[src/pnsa_pkg.sv]
// shared types and constants of the pot/network speed arbiter
// no dependencies
package pnsa_pkg;

   localparam int unsigned SAMPLES_PER_WINDOW = 10;

   localparam int unsigned ADC_W    = 12;
   localparam int unsigned POT_W    = 10;
   localparam int unsigned SPEED_W  = 12;
   localparam int unsigned ID_W     = 11;
   localparam int unsigned CMD_W    = 8;
   localparam int unsigned SUM_W    = 16;
   localparam int unsigned CNT_W    = 5;
   localparam int unsigned EVENT_W  = 2;
   localparam int unsigned CSR_IDX_W = 1;
   localparam int unsigned CSR_DATA_W = 11;

   // divider: 22-bit dividend, 12-bit divisor, one quotient bit a cycle
   localparam int unsigned DIVD_W   = 22;
   localparam int unsigned DIVS_W   = 12;
   localparam int unsigned STEP_W   = 5;

   localparam logic [ADC_W-1:0]   SCALE_DEN    = 12'd4095;
   localparam logic [POT_W-1:0]   SCALE_NUM    = 10'd1000;
   localparam logic [SPEED_W-1:0] COMMAND_STEP = 12'd10;

   localparam logic [POT_W-1:0]   THRESHOLD_RESET  = 10'd25;
   localparam logic [ID_W-1:0]    COMMAND_ID_RESET = 11'd256;

   localparam logic [CSR_IDX_W-1:0] CSR_CHANGE_THRESHOLD = 1'b0;
   localparam logic [CSR_IDX_W-1:0] CSR_COMMAND_ID       = 1'b1;

   localparam logic ACTION_FRAME  = 1'b0;
   localparam logic ACTION_SAMPLE = 1'b1;

   typedef enum logic [EVENT_W-1:0] {
      EV_HELD     = 2'd0,
      EV_PRIMED   = 2'd1,
      EV_TAKEOVER = 2'd2,
      EV_ZEROED   = 2'd3
   } event_type;

   typedef enum logic [2:0] {
      ST_IDLE,
      ST_AVG_START,
      ST_AVG_WAIT,
      ST_SCALE_MUL,
      ST_SCALE_FOLD,
      ST_DECIDE
   } state_type;

   typedef struct packed {
      logic start;
   } div_ctl_type;

   typedef struct packed {
      logic busy;
      logic done;
   } div_sts_type;

endpackage

[src/pnsa_req_if.sv]
// request channel of the speed arbiter
// depends on pnsa_pkg
interface pnsa_req_if;
   logic                           valid;
   logic                           ready;
   logic                           action;
   logic [pnsa_pkg::ID_W-1:0]      frame_id;
   logic [pnsa_pkg::CMD_W-1:0]     command_byte;
   logic [pnsa_pkg::ADC_W-1:0]     adc_value;
   logic                           adc_ok;

   modport source (output valid, action, frame_id, command_byte, adc_value, adc_ok,
                   input ready);
   modport sink (input valid, action, frame_id, command_byte, adc_value, adc_ok,
                 output ready);
endinterface

[src/pnsa_rsp_if.sv]
// response channel of the speed arbiter
// depends on pnsa_pkg
interface pnsa_rsp_if;
   logic                             valid;
   logic                             ready;
   logic [pnsa_pkg::SPEED_W-1:0]     speed;
   logic [pnsa_pkg::POT_W-1:0]       pot_value;
   logic [pnsa_pkg::EVENT_W-1:0]     event_res;

   modport source (output valid, speed, pot_value, event_res, input ready);
   modport sink (input valid, speed, pot_value, event_res, output ready);
endinterface

[src/pnsa_div.sv]
// restoring divider, one quotient bit per cycle
// depends on pnsa_pkg
module pnsa_div (
   input  logic                          clock,
   input  logic                          reset,
   input  pnsa_pkg::div_ctl_type         ctl,
   input  logic [pnsa_pkg::DIVD_W-1:0]   dividend,
   input  logic [pnsa_pkg::DIVS_W-1:0]   divisor,
   output pnsa_pkg::div_sts_type         sts,
   output logic [pnsa_pkg::DIVD_W-1:0]   quotient
);

   logic [pnsa_pkg::DIVD_W-1:0] quo_ff, quo_in;
   logic [pnsa_pkg::DIVS_W-1:0] rem_ff, rem_in;
   logic [pnsa_pkg::DIVS_W-1:0] dvs_ff, dvs_in;
   logic [pnsa_pkg::STEP_W-1:0] step_ff, step_in;
   logic                        busy_ff, busy_in;
   logic                        done_ff, done_in;
   logic [pnsa_pkg::DIVS_W:0]   trial;
   logic                        fits;

   always_comb begin
      trial   = {rem_ff, quo_ff[pnsa_pkg::DIVD_W-1]};
      fits    = trial >= {1'b0, dvs_ff};
      quo_in  = quo_ff;
      rem_in  = rem_ff;
      dvs_in  = dvs_ff;
      step_in = step_ff;
      busy_in = busy_ff;
      done_in = 1'b0;
      if (ctl.start) begin
         quo_in  = dividend;
         rem_in  = '0;
         dvs_in  = divisor;
         step_in = pnsa_pkg::STEP_W'(pnsa_pkg::DIVD_W - 1);
         busy_in = 1'b1;
      end else if (busy_ff) begin
         quo_in = {quo_ff[pnsa_pkg::DIVD_W-2:0], fits};
         rem_in = fits ? pnsa_pkg::DIVS_W'(trial - {1'b0, dvs_ff})
                       : trial[pnsa_pkg::DIVS_W-1:0];
         if (step_ff == '0) begin
            busy_in = 1'b0;
            done_in = 1'b1;
         end else begin
            step_in = step_ff - 1'b1;
         end
      end
   end

   always_ff @(posedge clock) begin
      quo_ff  <= quo_in;
      rem_ff  <= rem_in;
      dvs_ff  <= dvs_in;
      step_ff <= step_in;
      if (reset) begin
         busy_ff <= 1'b0;
         done_ff <= 1'b0;
      end else begin
         busy_ff <= busy_in;
         done_ff <= done_in;
      end
   end

   assign sts.busy = busy_ff;
   assign sts.done = done_ff;
   assign quotient = quo_ff;

endmodule

[src/pot_network_speed_arbiter_top.sv]
// top level of the pot/network speed arbiter: sequencer, state and output register
// depends on pnsa_pkg, pnsa_req_if, pnsa_rsp_if and pnsa_div
//
// usage
//   req_ch carries one request per handshake (valid and ready high at a clock edge):
//   either a received frame (action 0) or one adc sample (action 1)
//   a frame whose id equals command_id sets the speed to command_byte * 10, no response
//   samples build a window of ten; the tenth sample of a window triggers one response
//   on rsp_ch with speed, the scaled pot reading (0..1000) and the event code
//   csr_we/csr_index/csr_wdata write change_threshold (index 0) or command_id (index 1)
// sequencing
//   frames and non-final samples leave the arbiter idle, so ready stays high
//   the final sample of a window holds req_ch.ready low through the divider start,
//   22 divider steps and the divider done for sum / valid count, a multiply by 1000,
//   a shift-add fold that divides by 4095 and a decide; the response is valid next cycle
// reset
//   synchronous, active high: speed, history, window and priming cleared, thresholds
//   back to 25 and id 256, no response pending
// stalls
//   a finished response sits in the output register while new requests are taken;
//   a next window that completes meanwhile waits in the decide step until it frees
module pot_network_speed_arbiter_top (
   input  logic                              clock,
   input  logic                              reset,
   pnsa_req_if.sink                          req_ch,
   pnsa_rsp_if.source                        rsp_ch,
   input  logic                              csr_we,
   input  logic [pnsa_pkg::CSR_IDX_W-1:0]    csr_index,
   input  logic [pnsa_pkg::CSR_DATA_W-1:0]   csr_wdata
);

   // configuration
   logic [pnsa_pkg::POT_W-1:0]   threshold_ff;
   logic [pnsa_pkg::ID_W-1:0]    command_id_ff;

   // arbiter state
   pnsa_pkg::state_type          state_ff, state_in;
   logic [pnsa_pkg::SPEED_W-1:0] speed_ff, speed_in;
   logic [pnsa_pkg::POT_W-1:0]   prev_pot_ff, prev_pot_in;
   logic                         primed_ff, primed_in;
   logic [pnsa_pkg::SUM_W-1:0]   sum_ff, sum_in;
   logic [pnsa_pkg::CNT_W-1:0]   count_ff, count_in;
   logic [pnsa_pkg::CNT_W-1:0]   index_ff, index_in;
   logic [pnsa_pkg::DIVD_W-1:0]  prod_ff, prod_in;
   logic [pnsa_pkg::POT_W-1:0]   pot_ff, pot_in;

   // output register
   logic                         rsp_valid_ff, rsp_valid_in;
   logic [pnsa_pkg::SPEED_W-1:0] rsp_speed_ff, rsp_speed_in;
   logic [pnsa_pkg::POT_W-1:0]   rsp_pot_ff, rsp_pot_in;
   pnsa_pkg::event_type          rsp_event_ff, rsp_event_in;

   // divider hookup
   pnsa_pkg::div_ctl_type        div_ctl;
   pnsa_pkg::div_sts_type        div_sts;
   logic [pnsa_pkg::DIVD_W-1:0]  div_dividend;
   logic [pnsa_pkg::DIVS_W-1:0]  div_divisor;
   logic [pnsa_pkg::DIVD_W-1:0]  div_quotient;

   logic                         req_fire;
   logic [pnsa_pkg::SUM_W-1:0]   sum_next;
   logic [pnsa_pkg::CNT_W-1:0]   count_next;
   logic [pnsa_pkg::CNT_W-1:0]   index_next;
   logic [pnsa_pkg::ADC_W-1:0]   avg;
   logic [pnsa_pkg::DIVD_W-1:0]  pot_fold;
   logic [pnsa_pkg::POT_W-1:0]   diff;
   logic                         out_free;

   pnsa_div u_div (
      .clock    (clock),
      .reset    (reset),
      .ctl      (div_ctl),
      .dividend (div_dividend),
      .divisor  (div_divisor),
      .sts      (div_sts),
      .quotient (div_quotient)
   );

   assign req_ch.ready = (state_ff == pnsa_pkg::ST_IDLE);
   assign req_fire     = req_ch.valid && req_ch.ready;
   assign out_free     = !rsp_valid_ff || rsp_ch.ready;

   // window accumulation for the incoming sample
   assign sum_next   = sum_ff + (req_ch.adc_ok ? pnsa_pkg::SUM_W'(req_ch.adc_value) : '0);
   assign count_next = count_ff + pnsa_pkg::CNT_W'(req_ch.adc_ok);
   assign index_next = index_ff + 1'b1;

   // average with clamp; no valid sample reads as zero
   always_comb begin
      if (count_ff == '0) begin
         avg = '0;
      end else if (div_quotient > pnsa_pkg::DIVD_W'(pnsa_pkg::SCALE_DEN)) begin
         avg = pnsa_pkg::SCALE_DEN;
      end else begin
         avg = div_quotient[pnsa_pkg::ADC_W-1:0];
      end
   end

   // x / 4095 as (x + (x >> 12) + 1) >> 12, exact for every product of avg and 1000
   assign pot_fold = prod_ff + (prod_ff >> pnsa_pkg::ADC_W) + pnsa_pkg::DIVD_W'(1);

   assign diff = (pot_ff >= prev_pot_ff) ? pot_ff - prev_pot_ff : prev_pot_ff - pot_ff;

   always_comb begin
      state_in      = state_ff;
      speed_in      = speed_ff;
      prev_pot_in   = prev_pot_ff;
      primed_in     = primed_ff;
      sum_in        = sum_ff;
      count_in      = count_ff;
      index_in      = index_ff;
      prod_in       = prod_ff;
      pot_in        = pot_ff;
      rsp_valid_in  = rsp_valid_ff && !rsp_ch.ready;
      rsp_speed_in  = rsp_speed_ff;
      rsp_pot_in    = rsp_pot_ff;
      rsp_event_in  = rsp_event_ff;
      div_ctl.start = 1'b0;
      div_dividend  = pnsa_pkg::DIVD_W'(sum_ff);
      div_divisor   = pnsa_pkg::DIVS_W'(count_ff);

      case (state_ff)
         pnsa_pkg::ST_IDLE: begin
            if (req_fire) begin
               if (req_ch.action == pnsa_pkg::ACTION_FRAME) begin
                  if (req_ch.frame_id == command_id_ff) begin
                     speed_in = pnsa_pkg::SPEED_W'(req_ch.command_byte) *
                                pnsa_pkg::COMMAND_STEP;
                  end
               end else begin
                  sum_in   = sum_next;
                  count_in = count_next;
                  index_in = index_next;
                  if (index_next == pnsa_pkg::CNT_W'(pnsa_pkg::SAMPLES_PER_WINDOW)) begin
                     state_in = pnsa_pkg::ST_AVG_START;
                  end
               end
            end
         end
         pnsa_pkg::ST_AVG_START: begin
            // sum / valid count
            div_ctl.start = 1'b1;
            state_in      = pnsa_pkg::ST_AVG_WAIT;
         end
         pnsa_pkg::ST_AVG_WAIT: begin
            if (div_sts.done) begin
               state_in = pnsa_pkg::ST_SCALE_MUL;
            end
         end
         pnsa_pkg::ST_SCALE_MUL: begin
            prod_in  = pnsa_pkg::DIVD_W'(avg) * pnsa_pkg::DIVD_W'(pnsa_pkg::SCALE_NUM);
            state_in = pnsa_pkg::ST_SCALE_FOLD;
         end
         pnsa_pkg::ST_SCALE_FOLD: begin
            // avg * 1000 / 4095
            pot_in   = pot_fold[pnsa_pkg::ADC_W +: pnsa_pkg::POT_W];
            state_in = pnsa_pkg::ST_DECIDE;
         end
         pnsa_pkg::ST_DECIDE: begin
            if (out_free) begin
               rsp_event_in = pnsa_pkg::EV_HELD;
               if (!primed_ff) begin
                  speed_in     = pnsa_pkg::SPEED_W'(pot_ff);
                  rsp_event_in = pnsa_pkg::EV_PRIMED;
               end else if (diff >= threshold_ff) begin
                  speed_in     = pnsa_pkg::SPEED_W'(pot_ff);
                  rsp_event_in = pnsa_pkg::EV_TAKEOVER;
               end else if (pot_ff == '0 && speed_ff != '0) begin
                  speed_in     = '0;
                  rsp_event_in = pnsa_pkg::EV_ZEROED;
               end
               primed_in    = 1'b1;
               prev_pot_in  = pot_ff;
               sum_in       = '0;
               count_in     = '0;
               index_in     = '0;
               rsp_valid_in = 1'b1;
               rsp_speed_in = speed_in;
               rsp_pot_in   = pot_ff;
               state_in     = pnsa_pkg::ST_IDLE;
            end
         end
         default: begin
            state_in = pnsa_pkg::ST_IDLE;
         end
      endcase
   end

   always_ff @(posedge clock) begin
      prod_ff      <= prod_in;
      pot_ff       <= pot_in;
      rsp_speed_ff <= rsp_speed_in;
      rsp_pot_ff   <= rsp_pot_in;
      rsp_event_ff <= rsp_event_in;
      if (reset) begin
         state_ff      <= pnsa_pkg::ST_IDLE;
         speed_ff      <= '0;
         prev_pot_ff   <= '0;
         primed_ff     <= 1'b0;
         sum_ff        <= '0;
         count_ff      <= '0;
         index_ff      <= '0;
         rsp_valid_ff  <= 1'b0;
         threshold_ff  <= pnsa_pkg::THRESHOLD_RESET;
         command_id_ff <= pnsa_pkg::COMMAND_ID_RESET;
      end else begin
         state_ff     <= state_in;
         speed_ff     <= speed_in;
         prev_pot_ff  <= prev_pot_in;
         primed_ff    <= primed_in;
         sum_ff       <= sum_in;
         count_ff     <= count_in;
         index_ff     <= index_in;
         rsp_valid_ff <= rsp_valid_in;
         // register writes are to arrive only while idle; the block itself does not enforce it
         if (csr_we) begin
            case (csr_index)
               pnsa_pkg::CSR_CHANGE_THRESHOLD: threshold_ff <= csr_wdata[pnsa_pkg::POT_W-1:0];
               pnsa_pkg::CSR_COMMAND_ID:       command_id_ff <= csr_wdata;
               default: begin
               end
            endcase
         end
      end
   end

   assign rsp_ch.valid     = rsp_valid_ff;
   assign rsp_ch.speed     = rsp_speed_ff;
   assign rsp_ch.pot_value = rsp_pot_ff;
   assign rsp_ch.event_res = rsp_event_ff;

endmodule
[src/flat_wrapper.sv]
// flat-port wrapper written by rule: the top's interface ports become plain ports
module pot_network_speed_arbiter_top_flat 
  (clock, reset, csr_we, csr_index, csr_wdata, req_ch_valid, req_ch_action, req_ch_frame_id, req_ch_command_byte, req_ch_adc_value, req_ch_adc_ok, req_ch_ready, rsp_ch_valid, rsp_ch_speed, rsp_ch_pot_value, rsp_ch_event_res, rsp_ch_ready);
  pnsa_req_if req_ch_i ();
  pnsa_rsp_if rsp_ch_i ();
  input  logic clock;
  input  logic reset;
  input  logic csr_we;
  input  logic [pnsa_pkg::CSR_IDX_W-1:0] csr_index;
  input  logic [pnsa_pkg::CSR_DATA_W-1:0] csr_wdata;
  input wire logic [$bits(req_ch_i.valid)-1:0] req_ch_valid;
  input wire logic [$bits(req_ch_i.action)-1:0] req_ch_action;
  input wire logic [$bits(req_ch_i.frame_id)-1:0] req_ch_frame_id;
  input wire logic [$bits(req_ch_i.command_byte)-1:0] req_ch_command_byte;
  input wire logic [$bits(req_ch_i.adc_value)-1:0] req_ch_adc_value;
  input wire logic [$bits(req_ch_i.adc_ok)-1:0] req_ch_adc_ok;
  output wire logic [$bits(req_ch_i.ready)-1:0] req_ch_ready;
  output wire logic [$bits(rsp_ch_i.valid)-1:0] rsp_ch_valid;
  output wire logic [$bits(rsp_ch_i.speed)-1:0] rsp_ch_speed;
  output wire logic [$bits(rsp_ch_i.pot_value)-1:0] rsp_ch_pot_value;
  output wire logic [$bits(rsp_ch_i.event_res)-1:0] rsp_ch_event_res;
  input wire logic [$bits(rsp_ch_i.ready)-1:0] rsp_ch_ready;
  assign req_ch_i.valid = req_ch_valid;
  assign req_ch_i.action = req_ch_action;
  assign req_ch_i.frame_id = req_ch_frame_id;
  assign req_ch_i.command_byte = req_ch_command_byte;
  assign req_ch_i.adc_value = req_ch_adc_value;
  assign req_ch_i.adc_ok = req_ch_adc_ok;
  assign req_ch_ready = req_ch_i.ready;
  assign rsp_ch_valid = rsp_ch_i.valid;
  assign rsp_ch_speed = rsp_ch_i.speed;
  assign rsp_ch_pot_value = rsp_ch_i.pot_value;
  assign rsp_ch_event_res = rsp_ch_i.event_res;
  assign rsp_ch_i.ready = rsp_ch_ready;
  pot_network_speed_arbiter_top u_core (.clock(clock), .reset(reset), .req_ch(req_ch_i), .rsp_ch(rsp_ch_i), .csr_we(csr_we), .csr_index(csr_index), .csr_wdata(csr_wdata));
endmodule
[config.mk]
export PLATFORM = sky130hd
export DESIGN_NAME = pot_network_speed_arbiter_top_flat
export DESIGN_NICKNAME = d
export VERILOG_FILES = /design/src/pnsa_pkg.sv /design/src/pnsa_req_if.sv /design/src/pnsa_rsp_if.sv /design/src/pnsa_div.sv /design/src/pot_network_speed_arbiter_top.sv /design/src/flat_wrapper.sv
export SDC_FILE = /design/constraint.sdc
export NUM_CORES = 1
export LEC_CHECK = 0
export BUFFER_PORTS_ARGS = -buffer_cell sky130_fd_sc_hd__buf_2
export CAP_MARGIN = 20
export CORE_MARGIN = 4
export CORE_UTILIZATION = 60
export DETAILED_ROUTE_END_ITERATION = 6
export PLACE_DENSITY = 0.77
export SLEW_MARGIN = 20
export SYNTH_ARGS = -nofsm -noshare
export SYNTH_HDL_FRONTEND = slang
export SYNTH_SLANG_ARGS = --single-unit
export TNS_END_PERCENT = 100
[constraint.sdc]
create_clock -name clock -period 6.4 [get_ports clock]
set_input_delay 0.32 -clock clock [delete_from_list [all_inputs] [get_ports clock]]
set_output_delay 0.32 -clock clock [all_outputs]
set_load 0.03 [all_outputs]
==> run metrics <==
main flop type after synthesis dfxtp_1; total power divided by cell area 240 nW/um2; MaxCap Viol Count 0; largest net degree at the start of global routing 64; crit path time final roughly 5900 ps; number of global-route vias before repair around 9000; port bufs 75; DR vias/cell 5.70; Detailed Place HPWL 19.2 mm; asr flop ratio synth 0; setup bufs post-CTS 0; Reg area about 4200 um2; Leak Pwr 5.49 nW; Tcrit/Tclk final 0.918; Top Ports 76; post-layout util 0.682; H-tree Lvls 4; Net Count, Synth 1453; met2 usage 0.406; cts hold-fix bufs 0; outcome finished clean; crit path max fanout 14; CTS tree built; GPL Wtd Cong 0.911; DIE WIDTH 147 um; Layout Nets 1524; Slew HR 0.378; die area 21600 um2; Slew Limit Fails 0; first-pass iteration count of the detailed router 5; Critical Path AT 6050 ps; die height 147 um; clk_lat worst skew roughly 430 ps; worst setup margin 526 ps; via count 9060; CTS Buffer Depth 2; GRT Overall Usage 0.235; met1 Usage GRT 0.295; Iteration-0 DRC Markers around 540; Area contributors post-synth edfxtp_1 19%, dfxtp_1 17%, ha_1 13%; worst hold slack 127 ps; Req. time, crit path 6570 ps; Place WS 536 ps; Core ar. 18800 um2; CTS Buf Count 17; Area growth, synth to finish 10.9%; Initial Util 0.615; Critical Path Start Type flip-flop; wire per inst 15.8 um; clk slew on worst S/H paths 60 ps; first-pass GRT wire length 41.7 mm; ant diodes 0; Final Hold Vio Count 0; Routed Antenna Nets 0; # clock sinks 173; met3 GRT Util 0.0478; Setup TNS 0 ps; placed cell area 12200 um2; hold path depth 3; Cell Rows 50; Synth area leader edfxtp_1; CTS resizes 0; WL final 25.1 mm; Worst Path Class, Setup reg2reg; Layout Skew 9.40 ps; Worst Max-Slew Pin Slew ~930 ps; Yosys reg bits 173; Post-Syn Area 11600 um2; fillers 1503; DRC violations left 0; RSZ-0062 raised after global routing no; Overflow after GRT 0; reg2reg path depth 17; yosys warns 0; Root Driver clkbuf_16; Hold Path Class in2reg; final count of negative-setup-slack endpoints 0; count of mapped cells out of synthesis 1246; count of cell types in the netlist 74; crit end category flip-flop; layout cell share with drive strength beyond 1 0.109; antenna violations before repair 1; finished layout cell area 12800 um2; syn avg cell area 9.29 um2; register area share after synthesis 0.363; GR peak layer met2; Max VDD drop 0.000203 V; multi-input combinational cell area 6750 um2; Synth top area share 0.192; FMAX between 150 and 200 MHz; EDFF count, synth 74
through the flow:
| stage | total power [mW] | std cells |
|---|---|---|
| finish | 3.08 | 1590 |
| global route | 3.27 | 1590 |
| CTS | 3.10 | 1590 |
| detailed placement | 2.06 | 1558 |
| global placement | 2.03 | 1556 |
| floorplan | 1.89 | 1246 |
Yosys cell counts (3+ instances only):
| cell | n |
|---|---|
| a22oi_1 | 11 |
| o32ai_1 | 3 |
| nand4b_1 | 3 |
| clkbuf_1 | 28 |
| edfxtp_1 | 74 |
| nand3b_1 | 4 |
| a211o_1 | 3 |
| mux2i_1 | 12 |
| or3_1 | 7 |
| a211oi_1 | 13 |
| mux2_2 | 8 |
| xor2_1 | 20 |
| o21bai_1 | 3 |
| nor4_1 | 13 |
| buf_1 | 4 |
| nor2_1 | 76 |
| and3_1 | 4 |
| nand3_1 | 31 |
| a32o_1 | 3 |
| and2_1 | 15 |
| o21a_1 | 6 |
| inv_1 | 119 |
| xnor2_1 | 49 |
| nor3_1 | 15 |
| a21oi_1 | 97 |
| a21o_1 | 20 |
| nor3b_1 | 6 |
| o21ai_0 | 54 |
| a31oi_1 | 7 |
| nand2_1 | 167 |
| o22ai_1 | 9 |
| fa_1 | 41 |
| nor2b_1 | 9 |
| ha_1 | 116 |
| buf_2 | 5 |
| dfxtp_1 | 99 |
| nand2b_1 | 15 |
| o211ai_1 | 11 |
| nand4_1 | 15 |
cell type report:
cell class,instances,area share
multi-input combinational,913,0.526
sequential,173,0.328
inverter,120,0.0351
timing repair buffer,92,0.0401
clock buffer,21,0.0351
clock inverter,11,0.0111
tap,260,0.0253
critical path: stages (launching register included):
cell and delay [ps]:
dfxtp_1 330, nor4_1 310, nand3_1 370, o21ai_0 550, inv_1 220, ha_1 330, fa_1 480, inv_1 60
fa_1 470, fa_1 510, inv_1 40, ha_1 340, a21o_1 170, a2bb2oi_1 300, a211oi_1 140, a2111oi_0 610
a21oi_1 200, xor2_1 170
final timing paths:
check / endpoint / slack [ps] / from
setup / recovery: u_core.prod_ff[19] / 530 / u_core.u_div.quotient[21]
hold / removal: u_core.command_id_ff[10] / 130 / csr_wdata[10]
setup reg to reg: u_core.prod_ff[19] / 530 / u_core.u_div.quotient[21]
hold reg to reg: u_core.threshold_ff[7] / 450 / u_core.threshold_ff[7]
cell families after synthesis:
family / Yosys count / synth area share
AND/OR/NAND/NOR: 397 / 0.164
AO/OA/AOI/OAI: 268 / 0.150
flip-flops: 173 / 0.363
buffers and inverters: 160 / 0.0540
adder cells (fa/ha/maj): 157 / 0.196
XOR/XNOR: 69 / 0.0522
multiplexers: 22 / 0.0208
metal layers:
| layer | up-vias | part of all wire |
|---|---|---|
| met5 | - | 0.00044 |
| met4 | 2 | 0.033 |
| met3 | 63 | 0.049 |
| met2 | 213 | 0.50 |
| met1 | 4279 | 0.42 |
| li1 | 4503 | - |
where the power goes:
| group | switching [mW] | leakage, nW | total [mW] | internal, mW |
|---|---|---|---|---|
| sequential | 0.0606 | 1.48 | 1.29 | 1.23 |
| combinational | 0.415 | 3.73 | 0.749 | 0.334 |
| clock | 0.422 | 0.278 | 1.04 | 0.622 |
state kept, by name (all words and copies together) (netlist names), 10 cells and up:
name and flops:
u_core.command_id_ff 11, u_core.pot_ff 10, u_core.prev_pot_ff 10, u_core.prod_ff 19
u_core.rsp_ch.pot_value 10, u_core.rsp_ch.speed 12, u_core.speed_ff 12, u_core.sum_ff 16
u_core.threshold_ff 10, u_core.u_div.quotient 22, u_core.u_div.rem_ff 12
layout by cell type (no fill, tap or decap), types with 6 or more instances in the layout:
cell       synthesis  routed
buf_2              5      75
nand2_1          167     167
nor3_1            15      15
nand4_1           15      15
nand2b_1          15      15
dfxtp_1           99      99
edfxtp_1          74      74
mux2i_1           12      12
a21o_1            20      20
o21a_1             6       6
and2_1            15      15
nor3b_1            6       6
a31oi_1            7       7
fa_1              41      41
clkbuf_16          0      17
xnor2_1           49      49
nor2b_1            9       9
nand3_1           31      31
o22ai_1            9       9
a22oi_1           11      11
a21oi_1           97      97
buf_4              1      15
o211ai_1          11      11
or3_1              7       7
inv_1            119     119
ha_1             116     116
nor2_1            76      76
xor2_1            20      20
mux2_2             8       8
o21ai_0           54      54
a211oi_1          13      13
nor4_1            13      13
Power figures use the tool's default switching activity.
